File: src/design/selsamp_pkg.sv
package selsamp_pkg;

	// Configuration register map
	localparam int unsigned CFG_ADDR_BITS = 1;
	localparam logic [CFG_ADDR_BITS-1:0] REG_POPULATION = 1'd0;
	localparam logic [CFG_ADDR_BITS-1:0] REG_SAMPLE     = 1'd1;

	// Remainder unit handshake
	typedef struct packed {
		logic start;
	} rem_req_t;

	typedef struct packed {
		logic busy;
		logic done;
	} rem_rsp_t;

endpackage

File: src/design/selsamp_if.sv
// Input stream: one random word per transaction
interface selsamp_in_if #(
	parameter int unsigned RANDOM_BITS = 31
);
	logic                   valid;
	logic                   ready;
	logic [RANDOM_BITS-1:0] random_word;

	modport source (output valid, output random_word, input ready);
	modport sink   (input valid, input random_word, output ready);
endinterface

// Output stream: one examined candidate per transaction
interface selsamp_out_if #(
	parameter int unsigned INDEX_BITS = 16
);
	logic                  valid;
	logic                  ready;
	logic [INDEX_BITS-1:0] index;
	logic                  chosen;
	logic                  last;

	modport source (output valid, output index, output chosen, output last, input ready);
	modport sink   (input valid, input index, input chosen, input last, output ready);
endinterface

// Configuration write channel
interface selsamp_cfg_if import selsamp_pkg::*; #(
	parameter int unsigned INDEX_BITS = 16
);
	logic                     valid;
	logic                     ready;
	logic [CFG_ADDR_BITS-1:0] addr;
	logic [INDEX_BITS-1:0]    data;

	modport source (output valid, output addr, output data, input ready);
	modport sink   (input valid, input addr, input data, output ready);
endinterface

File: src/design/selsamp_rem.sv
module selsamp_rem import selsamp_pkg::*; #(
	parameter int unsigned DVD_BITS = 31,
	parameter int unsigned DIV_BITS = 17
) (
	input  logic                clk,
	input  logic                arst_n,
	input  rem_req_t            req,
	input  logic [DVD_BITS-1:0] dividend,
	input  logic [DIV_BITS-1:0] divisor,
	output rem_rsp_t            rsp,
	output logic [DIV_BITS-1:0] remainder
);

	localparam int unsigned CNT_BITS = $clog2(DVD_BITS + 1);

	logic [DVD_BITS-1:0] dvd_q;
	logic [DIV_BITS-1:0] dsr_q;
	logic [DIV_BITS-1:0] rem_q;
	logic [CNT_BITS-1:0] cnt_q;
	logic                busy_q;
	logic                done_q;

	logic [DIV_BITS:0]   trial;
	logic [DIV_BITS:0]   diff;
	logic [DIV_BITS-1:0] rem_next;

	// Restoring step: bring down one dividend bit, subtract if it fits
	always_comb begin
		trial    = {rem_q, dvd_q[DVD_BITS-1]};
		diff     = trial - {1'b0, dsr_q};
		rem_next = (trial >= {1'b0, dsr_q}) ? diff[DIV_BITS-1:0] : trial[DIV_BITS-1:0];
	end

	// Sequence one bit per cycle, most significant first
	always_ff @(posedge clk or negedge arst_n) begin
		if (!arst_n) begin
			busy_q <= 1'b0;
			done_q <= 1'b0;
			cnt_q  <= '0;
		end else begin
			done_q <= 1'b0;
			if (req.start) begin
				busy_q <= 1'b1;
				cnt_q  <= CNT_BITS'(DVD_BITS);
			end else if (busy_q) begin
				cnt_q <= cnt_q - CNT_BITS'(1);
				if (cnt_q == CNT_BITS'(1)) begin
					busy_q <= 1'b0;
					done_q <= 1'b1;
				end
			end
		end
	end

	// Operand and partial remainder registers
	always_ff @(posedge clk) begin
		if (req.start) begin
			dvd_q <= dividend;
			dsr_q <= divisor;
			rem_q <= '0;
		end else if (busy_q) begin
			dvd_q <= {dvd_q[DVD_BITS-2:0], 1'b0};
			rem_q <= rem_next;
		end
	end

	assign rsp.busy  = busy_q;
	assign rsp.done  = done_q;
	assign remainder = rem_q;

endmodule

File: src/design/selection_sampling.sv
// Selection sampling: each run walks a candidate index from population_size-1 down to 0,
// one index per input transaction, and marks it chosen when random_word mod (index+1)
// is below the count still needed, so exactly min(sample_size, population_size) indices
// come out chosen, in descending order; the result for index 0 carries last, and the next
// input starts a fresh run from the configuration registers (a population of zero counts
// as one). Each item passes through these steps in order: accepting the input loads the
// random word and divisor into one shared restoring remainder unit, the unit retires the
// random bits one at a time, most significant first, and reports completion, and the
// result is then loaded into the output register, after which the next input is accepted.
// The input is accepted again while a result still waits on the output; the next result
// then holds in the sequencer until the output register frees up. Configuration writes
// are always accepted and should land between runs or while the block is idle.
module selection_sampling import selsamp_pkg::*; #(
	parameter int unsigned INDEX_BITS  = 16,
	parameter int unsigned RANDOM_BITS = 31
) (
	input logic               clk,
	input logic               arst_n,
	selsamp_in_if.sink        word_ch,
	selsamp_out_if.source     result_ch,
	selsamp_cfg_if.sink       cfg
);

	localparam logic [1:0] ST_IDLE = 2'd0;
	localparam logic [1:0] ST_DIV  = 2'd1;
	localparam logic [1:0] ST_EMIT = 2'd2;

	logic [1:0]            state_q;
	logic [INDEX_BITS-1:0] pop_q;
	logic [INDEX_BITS-1:0] sample_q;
	logic [INDEX_BITS-1:0] cur_q;
	logic [INDEX_BITS-1:0] need_q;
	logic                  run_active_q;

	logic                  out_valid_q;
	logic [INDEX_BITS-1:0] out_index_q;
	logic                  out_chosen_q;
	logic                  out_last_q;

	logic                  in_accept;
	logic                  slot_free;
	logic                  emit;
	logic [INDEX_BITS-1:0] pop_eff;
	logic [INDEX_BITS-1:0] start_index;
	logic [INDEX_BITS-1:0] start_need;
	logic [INDEX_BITS-1:0] cur_now;
	logic [INDEX_BITS:0]   divisor;
	logic                  pick;
	logic                  at_zero;

	rem_req_t              rem_req;
	rem_rsp_t              rem_rsp;
	logic [INDEX_BITS:0]   remainder;

	// Handshakes
	assign word_ch.ready = (state_q == ST_IDLE);
	assign in_accept     = word_ch.valid && word_ch.ready;
	assign cfg.ready     = 1'b1;
	assign slot_free     = !out_valid_q || result_ch.ready;
	assign emit          = (state_q == ST_EMIT) && slot_free;

	// Run start values from configuration
	always_comb begin
		pop_eff     = (pop_q == '0) ? INDEX_BITS'(1) : pop_q;
		start_index = pop_eff - INDEX_BITS'(1);
		start_need  = (sample_q > pop_eff) ? pop_eff : sample_q;
		cur_now     = run_active_q ? cur_q : start_index;
		divisor     = {1'b0, cur_now} + (INDEX_BITS + 1)'(1);
	end

	// Decision for the current index
	assign pick    = remainder[INDEX_BITS-1:0] < need_q;
	assign at_zero = (cur_q == '0);

	assign rem_req.start = in_accept;

	selsamp_rem #(
		.DVD_BITS (RANDOM_BITS),
		.DIV_BITS (INDEX_BITS + 1)
	) u_rem (
		.clk       (clk),
		.arst_n    (arst_n),
		.req       (rem_req),
		.dividend  (word_ch.random_word),
		.divisor   (divisor),
		.rsp       (rem_rsp),
		.remainder (remainder)
	);

	// Configuration registers
	always_ff @(posedge clk or negedge arst_n) begin
		if (!arst_n) begin
			pop_q    <= INDEX_BITS'(1);
			sample_q <= '0;
		end else if (cfg.valid && cfg.ready) begin
			unique case (cfg.addr)
				REG_POPULATION: pop_q    <= cfg.data;
				REG_SAMPLE:     sample_q <= cfg.data;
				default: ;
			endcase
		end
	end

	// Sequencer
	always_ff @(posedge clk or negedge arst_n) begin
		if (!arst_n) begin
			state_q <= ST_IDLE;
		end else begin
			unique case (state_q)
				ST_IDLE: if (in_accept) state_q <= ST_DIV;
				ST_DIV:  if (rem_rsp.done) state_q <= ST_EMIT;
				ST_EMIT: if (slot_free) state_q <= ST_IDLE;
				default: state_q <= ST_IDLE;
			endcase
		end
	end

	// Run state: load at run start, advance on each emitted result
	always_ff @(posedge clk or negedge arst_n) begin
		if (!arst_n) begin
			run_active_q <= 1'b0;
			cur_q        <= '0;
			need_q       <= '0;
		end else if (in_accept && !run_active_q) begin
			run_active_q <= 1'b1;
			cur_q        <= start_index;
			need_q       <= start_need;
		end else if (emit) begin
			need_q <= need_q - INDEX_BITS'(pick);
			if (at_zero) begin
				run_active_q <= 1'b0;
			end else begin
				cur_q <= cur_q - INDEX_BITS'(1);
			end
		end
	end

	// Output register: hold until taken
	always_ff @(posedge clk or negedge arst_n) begin
		if (!arst_n) begin
			out_valid_q <= 1'b0;
		end else if (emit) begin
			out_valid_q <= 1'b1;
		end else if (result_ch.ready) begin
			out_valid_q <= 1'b0;
		end
	end

	always_ff @(posedge clk) begin
		if (emit) begin
			out_index_q  <= cur_q;
			out_chosen_q <= pick;
			out_last_q   <= at_zero;
		end
	end

	assign result_ch.valid  = out_valid_q;
	assign result_ch.index  = out_index_q;
	assign result_ch.chosen = out_chosen_q;
	assign result_ch.last   = out_last_q;

endmodule

File: src/flat_wrapper.sv
// flat-port wrapper written by rule: the top's interface ports become plain ports
module selection_sampling_flat import selsamp_pkg::*;
#(
	parameter int unsigned INDEX_BITS  = 16,
	parameter int unsigned RANDOM_BITS = 31
)
  (clk, arst_n, word_ch_valid, word_ch_random_word, word_ch_ready, result_ch_valid, result_ch_index, result_ch_chosen, result_ch_last, result_ch_ready, cfg_valid, cfg_addr, cfg_data, cfg_ready);
  selsamp_in_if #(.RANDOM_BITS(RANDOM_BITS)) word_ch_i ();
  selsamp_out_if #(.INDEX_BITS(INDEX_BITS)) result_ch_i ();
  selsamp_cfg_if #(.INDEX_BITS(INDEX_BITS)) cfg_i ();
  input logic clk;
  input logic arst_n;
  input wire logic [$bits(word_ch_i.valid)-1:0] word_ch_valid;
  input wire logic [$bits(word_ch_i.random_word)-1:0] word_ch_random_word;
  output wire logic [$bits(word_ch_i.ready)-1:0] word_ch_ready;
  output wire logic [$bits(result_ch_i.valid)-1:0] result_ch_valid;
  output wire logic [$bits(result_ch_i.index)-1:0] result_ch_index;
  output wire logic [$bits(result_ch_i.chosen)-1:0] result_ch_chosen;
  output wire logic [$bits(result_ch_i.last)-1:0] result_ch_last;
  input wire logic [$bits(result_ch_i.ready)-1:0] result_ch_ready;
  input wire logic [$bits(cfg_i.valid)-1:0] cfg_valid;
  input wire logic [$bits(cfg_i.addr)-1:0] cfg_addr;
  input wire logic [$bits(cfg_i.data)-1:0] cfg_data;
  output wire logic [$bits(cfg_i.ready)-1:0] cfg_ready;
  assign word_ch_i.valid = word_ch_valid;
  assign word_ch_i.random_word = word_ch_random_word;
  assign word_ch_ready = word_ch_i.ready;
  assign result_ch_valid = result_ch_i.valid;
  assign result_ch_index = result_ch_i.index;
  assign result_ch_chosen = result_ch_i.chosen;
  assign result_ch_last = result_ch_i.last;
  assign result_ch_i.ready = result_ch_ready;
  assign cfg_i.valid = cfg_valid;
  assign cfg_i.addr = cfg_addr;
  assign cfg_i.data = cfg_data;
  assign cfg_ready = cfg_i.ready;
  selection_sampling #(.INDEX_BITS(INDEX_BITS), .RANDOM_BITS(RANDOM_BITS)) u_core (.clk(clk), .arst_n(arst_n), .word_ch(word_ch_i), .result_ch(result_ch_i), .cfg(cfg_i));
endmodule
File: config.mk
export PLATFORM = sky130hd
export DESIGN_NAME = selection_sampling_flat
export DESIGN_NICKNAME = d
export VERILOG_FILES = /design/src/design/selsamp_pkg.sv /design/src/design/selsamp_if.sv /design/src/design/selsamp_rem.sv /design/src/design/selection_sampling.sv /design/src/flat_wrapper.sv
export SDC_FILE = /design/constraint.sdc
export NUM_CORES = 1
export LEC_CHECK = 0
export BUFFER_PORTS_ARGS = -buffer_cell sky130_fd_sc_hd__buf_4
export CAP_MARGIN = 20
export CORE_AREA = 2 2 123 173
export CTS_CLUSTER_DIAMETER = 30
export DETAILED_ROUTE_END_ITERATION = 12
export DIE_AREA = 0 0 125 175
export GPL_TIMING_DRIVEN = 1
export PLACE_DENSITY = 0.65
export SLEW_MARGIN = 10
export SYNTH_ARGS = -nofsm -noshare
export SYNTH_HDL_FRONTEND = slang
export SYNTH_SLANG_ARGS = --single-unit
export TNS_END_PERCENT = 30
File: constraint.sdc
create_clock -name clk -period 5.11 [get_ports clk]
set_input_delay 1.533 -clock clk [delete_from_list [all_inputs] [get_ports clk]]
set_output_delay 1.533 -clock clk [all_outputs]
set_load 0.005 [all_outputs]
Yosys cells after proc, flatten, opt, wreduce, memory -nomap -nowiden
Index checks and enable logic that the tools add are counted.
W data, S select, Z words.
Word-level totals
  output and inout bits: 21
  word-level logic and storage cells: 79
  input port bits: 53
  bits in registers: 158
Operators by class
  order comparisons: 3
  equal/unequal tests: 7
  reductions and logical operators: 18
  multiplexer cells: 28
  add/sub/neg operators: 6
  bitwise logic cells: 1
Operator list (count)
  $mux W16: 8
  $mux W31: 2
  $logic_not A16 Y1: 2
  $sub A16 B1 Y16 const B: 2
  $ge A18 B17 Y1: 1
  $add A16 B1 Y17 const B: 1
  $mux W17: 1
  $sub A17 B17 Y17: 1
  $gt A16 B16 Y1: 1
  $lt A16 B16 Y1: 1
  $sub A16 B1 Y16: 1
  $mux W1: 11
  $mux W5: 2
  $reduce_and A2 Y1: 4
  $reduce_bool A2 Y1: 4
  $mux W2: 3
  $ne A2 B2 Y1 const B: 3
  $pmux W2 S3: 1
  $eq A5 B1 Y1 const B: 1
  $sub A5 B1 Y5 const B: 1
  $logic_and A1 B1 Y1: 3
  $reduce_and A3 Y1: 1
  $eq A2 B1 Y1 const B: 1
  $eq A2 B2 Y1 const B: 1
  5 further kinds: 6

Longest topological paths before layout
  word-level depth: 5
  mapped depth: 18
  mapped depth without buffers: 17

Hierarchy
Synthesis repeated with hierarchy kept, for this count alone.
Second synthesis, totals
  cell total of the unflattened synthesis: 914
  area, all modules: 9567.9 µm²
Modules (own cells, without submodules)
  selection_sampling: seq. area each 2243.4 µm², cells an instance 588, area each 5703.0 µm², instances 1
  selsamp_rem: seq. area each 1956.9 µm², cells an instance 326, area each 3865.0 µm², instances 1

Least setup slack after synthesis
OpenSTA, ideal clock, no wires.
  path type: input to register
  start point: input result_ch_ready
  end point: register u_core.need_q[8]
  path slack: 1.523 ns
  buffers on the path: 1
  arrival: 3.509 ns
  stages: 10
  library setup time: 0.077 ns
  path through: nand2b_1 -> nand2b_1 -> inv_1 -> nand2_1 -> or4_1 -> clkbuf_1 -> nor4_1 -> xnor2_1 -> nor2_1 -> a21oi_1
Between the ends
  word-level cells in the longest chain between the ends: 3
Ends and longest elaborated chain
  from (decl): line flat_wrapper.sv:20  | input wire logic [$bits(result_ch_i.ready)-1:0] result_ch_ready;
  $logic_or A1 B1 Y1: line selection_sampling.sv:59  | assign slot_free = !out_valid_q || result_ch.ready;
  $logic_and A1 B1 Y1: line selection_sampling.sv:60  | assign emit = (state_q == ST_EMIT) && slot_free;
  net u_core.emit: line selection_sampling.sv:42  | logic emit;
  $reduce_bool A2 Y1 (no source line)
  to (signal assigned): line selection_sampling.sv:127  | need_q <= start_need;
  to (signal assigned): line selection_sampling.sv:129  | need_q <= need_q - INDEX_BITS'(pick);
  to (decl): line selection_sampling.sv:32  | logic [INDEX_BITS-1:0] need_q;
The timed path passes the listed nets, and every way through them passes these cells.
A chain may end at the register's enable or synchronous reset.

Worst setup path after layout
  start point: register u_core.pop_q[9]
  end point: register u_core.u_rem.dsr_q[15] (data pin)
Between the ends
  word-level cells in the longest chain between the ends: 5
Ends and longest elaborated chain
  from (decl): line selection_sampling.sv:29  | logic [INDEX_BITS-1:0] pop_q;
  from (signal assigned): line selection_sampling.sv:97  | REG_POPULATION: pop_q <= cfg.data;
  $logic_not A16 Y1: line selection_sampling.sv:64  | pop_eff = (pop_q == '0) ? INDEX_BITS'(1) : pop_q;
  $mux W16 *: line selection_sampling.sv:64
  $sub A16 B1 Y16 *: line selection_sampling.sv:65  | start_index = pop_eff - INDEX_BITS'(1);
  $mux W16 *: line selection_sampling.sv:67  | cur_now = run_active_q ? cur_q : start_index;
  $add A16 B1 Y17 *: line selection_sampling.sv:68  | divisor = {1'b0, cur_now} + (INDEX_BITS + 1)'(1);
  net u_core.divisor[15]: line selection_sampling.sv:47  | logic [INDEX_BITS:0] divisor;
  to (signal assigned): line selsamp_rem.sv:59  | dsr_q <= divisor;
  to (decl): line selsamp_rem.sv:17  | logic [DIV_BITS-1:0] dsr_q;
The timed path passes the listed nets; every way through them passes the cells marked *.

==> run summary <==
Worst setup path
- u_core.pop_q[9]$_DFFE_PN0P_ — startpoint of the worst-slack reg-to-reg timing path
- 0.67 ns — delay of the slowest critical-path stage
- 8 — maximum fanout along the worst path
- reg2reg — Worst Setup Path Type
- u_core.pop_q[9]$_DFFE_PN0P_ — origin of the worst setup path
- nor3_1 -> nand3_1 -> o21bai_1 -> buf_4 -> inv_1 -> ha_1 -> nor3b_2 -> and2_1 -> nand2_1 -> xnor2_1 -> mux2i_1 -> or3_4 -> nor4_1 -> xnor2_1 — critical path, cell by cell
- register — type of destination of the critical path
- sky130_fd_sc_hd__nor3_1 — slowest cell on the critical path
- sky130_fd_sc_hd__xnor2_1 — Critical Path Most Common Cell
- 5.28 ns — Data required, critical path
- register — crit path launch type
- 3.85 ns — data arrival time of the critical path

Global routing
- 33620 um — global-route wire length before repair
- 0 — total congestion overflow
- 0 — number of antenna violations at the first check in global routing
- 6797 — number of global-route vias before repair
- 76 — largest net degree at the start of global routing
- 0.1924 — combined global-route utilization of all metal layers

Clocking
- 0 — number of hold buffers added after CTS
- 4 — H-tree Lvls
- 0.43 ns — Skew-Pair Late Insertion Delay
- 0 — number of resized instances in the post-cts repair step
- 158 — TritonCTS Sinks
- 17 — Num CTS Buffers
- 0.07 ns — clock transition time at the flip-flop clock pins of the worst setup and hold paths
- yes — clock tree from TritonCTS
- 2 — CTS Buffer Depth
- 0 — Setup Fix Bufs, Post-CTS
- sky130_fd_sc_hd__clkbuf_16 — library cell used as clock root buffer

Floorplanning
- 74 — count of pins on the block boundary
- 0.02032 sq mm — placeable core area
- 175 um — height of the chip
- 0.02188 sq mm — area enclosed by the die boundary
- 62 — placement row count
- 125 um — die width
- 0.4448 — starting utilization of the core area

Drt
- 350 — violation count after the first detailed-route iteration
- 20690 um — WL final
- 5.349 — detailed-route vias per instance
- 16.24 um — Routed WL per cell
- 0 — Remaining DRCs
- 0 — Antenna Nets Post-Route
- 4 — first-pass iteration count of the detailed router
- 6814 — via count

Synth
- 158 — flops & latches, synth
- 0.2192 — share of Yosys cell area claimed by the top area cell type
- sky130_fd_sc_hd__edfxtp_1 — library cell occupying the most area in the post-synthesis netlist
- 0.4646 — register area share after synthesis
- sky130_fd_sc_hd__edfxtp_1 (22%), sky130_fd_sc_hd__dfrtp_1 (20%), sky130_fd_sc_hd__ha_1 (7.6%) — Area contributors post-synth
- sky130_fd_sc_hd__dfrtp_1 — primary flip-flop cell chosen by synthesis mapping
- 1050 — Synthesized Nets
- 0.4747 — share of flip-flops with an asynchronous set or reset
- 941 — cell count after synthesis
- sky130_fd_sc_hd__nand2_1 (174), sky130_fd_sc_hd__dfrtp_1 (74), sky130_fd_sc_hd__inv_1 (68) — leading cell types by count after synthesis
- 67 — Netlist cell types
- 0 — total number of yosys warnings
- sky130_fd_sc_hd__nand2_1 — most instantiated library cell after synthesis
- 0.009041 sq mm — combined area of all synthesized cells
- 9.608 sq um — Syn Area/Cell
- 66 — EDFF count, synth

Pwr
- 561.7 mW/mm^2 — pwr dens
- 0.004528 uW — leakage power summed over all cells
- 0.2569 mV — maximum resistive drop on vdd

Timing
- 0.4560 ns — tightest hold margin
- 0.01090 ns — Setup Skew
- 1.029 ns — worst-margin pin slew
- 0 — number of failing setup endpoints in the final timing report
- 3.673 ns — shortest period the worst path allows
- 0 — count of endpoints failing hold in the final timing report
- 0.3112 — relative max-transition margin
- 0 ns — summed negative setup slack over all endpoints
- 0 — count of pins over their slew limit
- false — RSZ-0062 raised after global routing
- 272.2 MHz — top achievable clock speed
- 0.7188 — part of the cycle the worst path needs

Placed design
- 0.9098 — placer's final routability congestion estimate
- 72 — count of buffers from port buffering
- 15490 um — Final HPWL DP

Min path
- u_core.u_rem.done_q$_DFF_PN0_ — startpoint of the lowest-slack hold path
- reg2reg — type of the tightest min-delay check

Finish
- 15.47% — area delta synth->final
- 0.1473 — share of post-route cells with drive strength above 1
- 0.5137 — fraction of the core area covered by cells at the end of the flow
- 0 — antenna diode count
- 1114 — final net count

Flow run
- 0 — reported max-cap violation count

Run status
- finished, final reports clean — run status

==> stage by stage <==
stage,setup WS (ns),power (uW),area [sq um],std cells
2_1_floorplan,1.523,3931,9041,941
3_3_place_gp,1.532,4508,9821,1241
3_5_place_dp,1.438,4569,9836,1242
4_1_cts,1.407,5901,10440,1274
5_1_grt,1.113,6310,10440,1274
6_report,1.437,5864,10440,1274
==> power by group <==
part | internal (uW) | switching [uW] | leakage, uW
registers | 1850 | 388 | 0.00166
logic | 1020 | 1300 | 0.00257
clock network | 740 | 567 | 0.000294
==> routing by layer <==
metal	vias to the layer above	GRT usage	part of all wire
met1	3237	0.2197	0.41
met2	142	0.3447	0.52
met5	-	0	0
met3	37	0.03491	0.029
li1	3398	-	-
met4	0	0.09491	0.037
==> layout by cell type (no fill, tap or decap), types with 16 or more instances in the layout <==
cell type	instances
sky130_fd_sc_hd__nand2_1	174
sky130_fd_sc_hd__buf_4	78
sky130_fd_sc_hd__dfrtp_1	74
sky130_fd_sc_hd__inv_1	68
sky130_fd_sc_hd__edfxtp_1	66
sky130_fd_sc_hd__o21ai_0	59
sky130_fd_sc_hd__ha_1	55
sky130_fd_sc_hd__nor2_1	53
sky130_fd_sc_hd__xnor2_1	50
sky130_fd_sc_hd__a21oi_1	48
sky130_fd_sc_hd__mux2i_1	37
sky130_fd_sc_hd__mux2_2	21
sky130_fd_sc_hd__nor3_1	19
sky130_fd_sc_hd__clkbuf_16	17
sky130_fd_sc_hd__dfxtp_1	17
sky130_fd_sc_hd__nand4_1	16
==> final timing paths <==
| kind | cells after the start | slack (ns) | end |
|---|---|---|---|
| worst max-delay path | 14 | 1.44 | u_core.u_rem.dsr_q[15]$_DFFE_PP_ |
| worst min-delay path | 1 | 0.46 | u_core.state_q[0]$_DFFE_PN0P_ |
| worst max register to register | 14 | 1.44 | u_core.u_rem.dsr_q[15]$_DFFE_PP_ |
| worst min register to register | 1 | 0.46 | u_core.state_q[0]$_DFFE_PN0P_ |
| max in group asynchronous | 1 | 3.21 | u_core.u_rem.cnt_q[0]$_DFFE_PN0P_ |
| min in group asynchronous | 1 | 1.25 | u_core.sample_q[8]$_DFFE_PN0P_ |
==> worst max-delay path: cells and delay by family (launching register included) <==
kind                     cells  cell delay (ns)
AND/OR/NAND/NOR              7             2.02
flip-flops                   1             0.42
XOR/XNOR                     2             0.25
buffers and inverters        2             0.21
adder cells (fa/ha/maj)      1             0.19
AO/OA/AOI/OAI                1             0.16
multiplexers                 1             0.16
==> cell families after synthesis <==
family,after synthesis,share of synthesized area
buf+inv,104,0.04401
compound gates,167,0.1113
flops,158,0.4646
fa+ha+maj,56,0.07833
other cells,1,0.0004148
simple gates,332,0.1713
xor+xnor,65,0.06297
mux,58,0.06712
==> flip-flops by register name, indices dropped and copies added, names as in the netlist <==
name and flops:
u_core.u_rem.dvd_q 31, u_core.u_rem.dsr_q 17, u_core.u_rem.remainder 17, u_core.cur_q 16
u_core.need_q 16, u_core.pop_q 16, u_core.result_ch.index 16, u_core.sample_q 16
u_core.u_rem.cnt_q 5, u_core.state_q 2, u_core.result_ch.chosen 1, u_core.result_ch.last 1
u_core.result_ch.valid 1, u_core.run_active_q 1, u_core.u_rem.busy_q 1, u_core.u_rem.done_q 1
==> layout make-up <==
| type | instances | area, sq um |
|---|---|---|
| clock inverters | 14 | 175.2 |
| multi-input cells | 679 | 4452 |
| well taps | 256 | 320.3 |
| inverters | 70 | 262.8 |
| flip-flops and latches | 158 | 4200 |
| fillers | 1894 | 9884 |
| repair buffers | 79 | 600.6 |
| clock buffers | 18 | 429.2 |
Power figures use the tool's default switching activity.
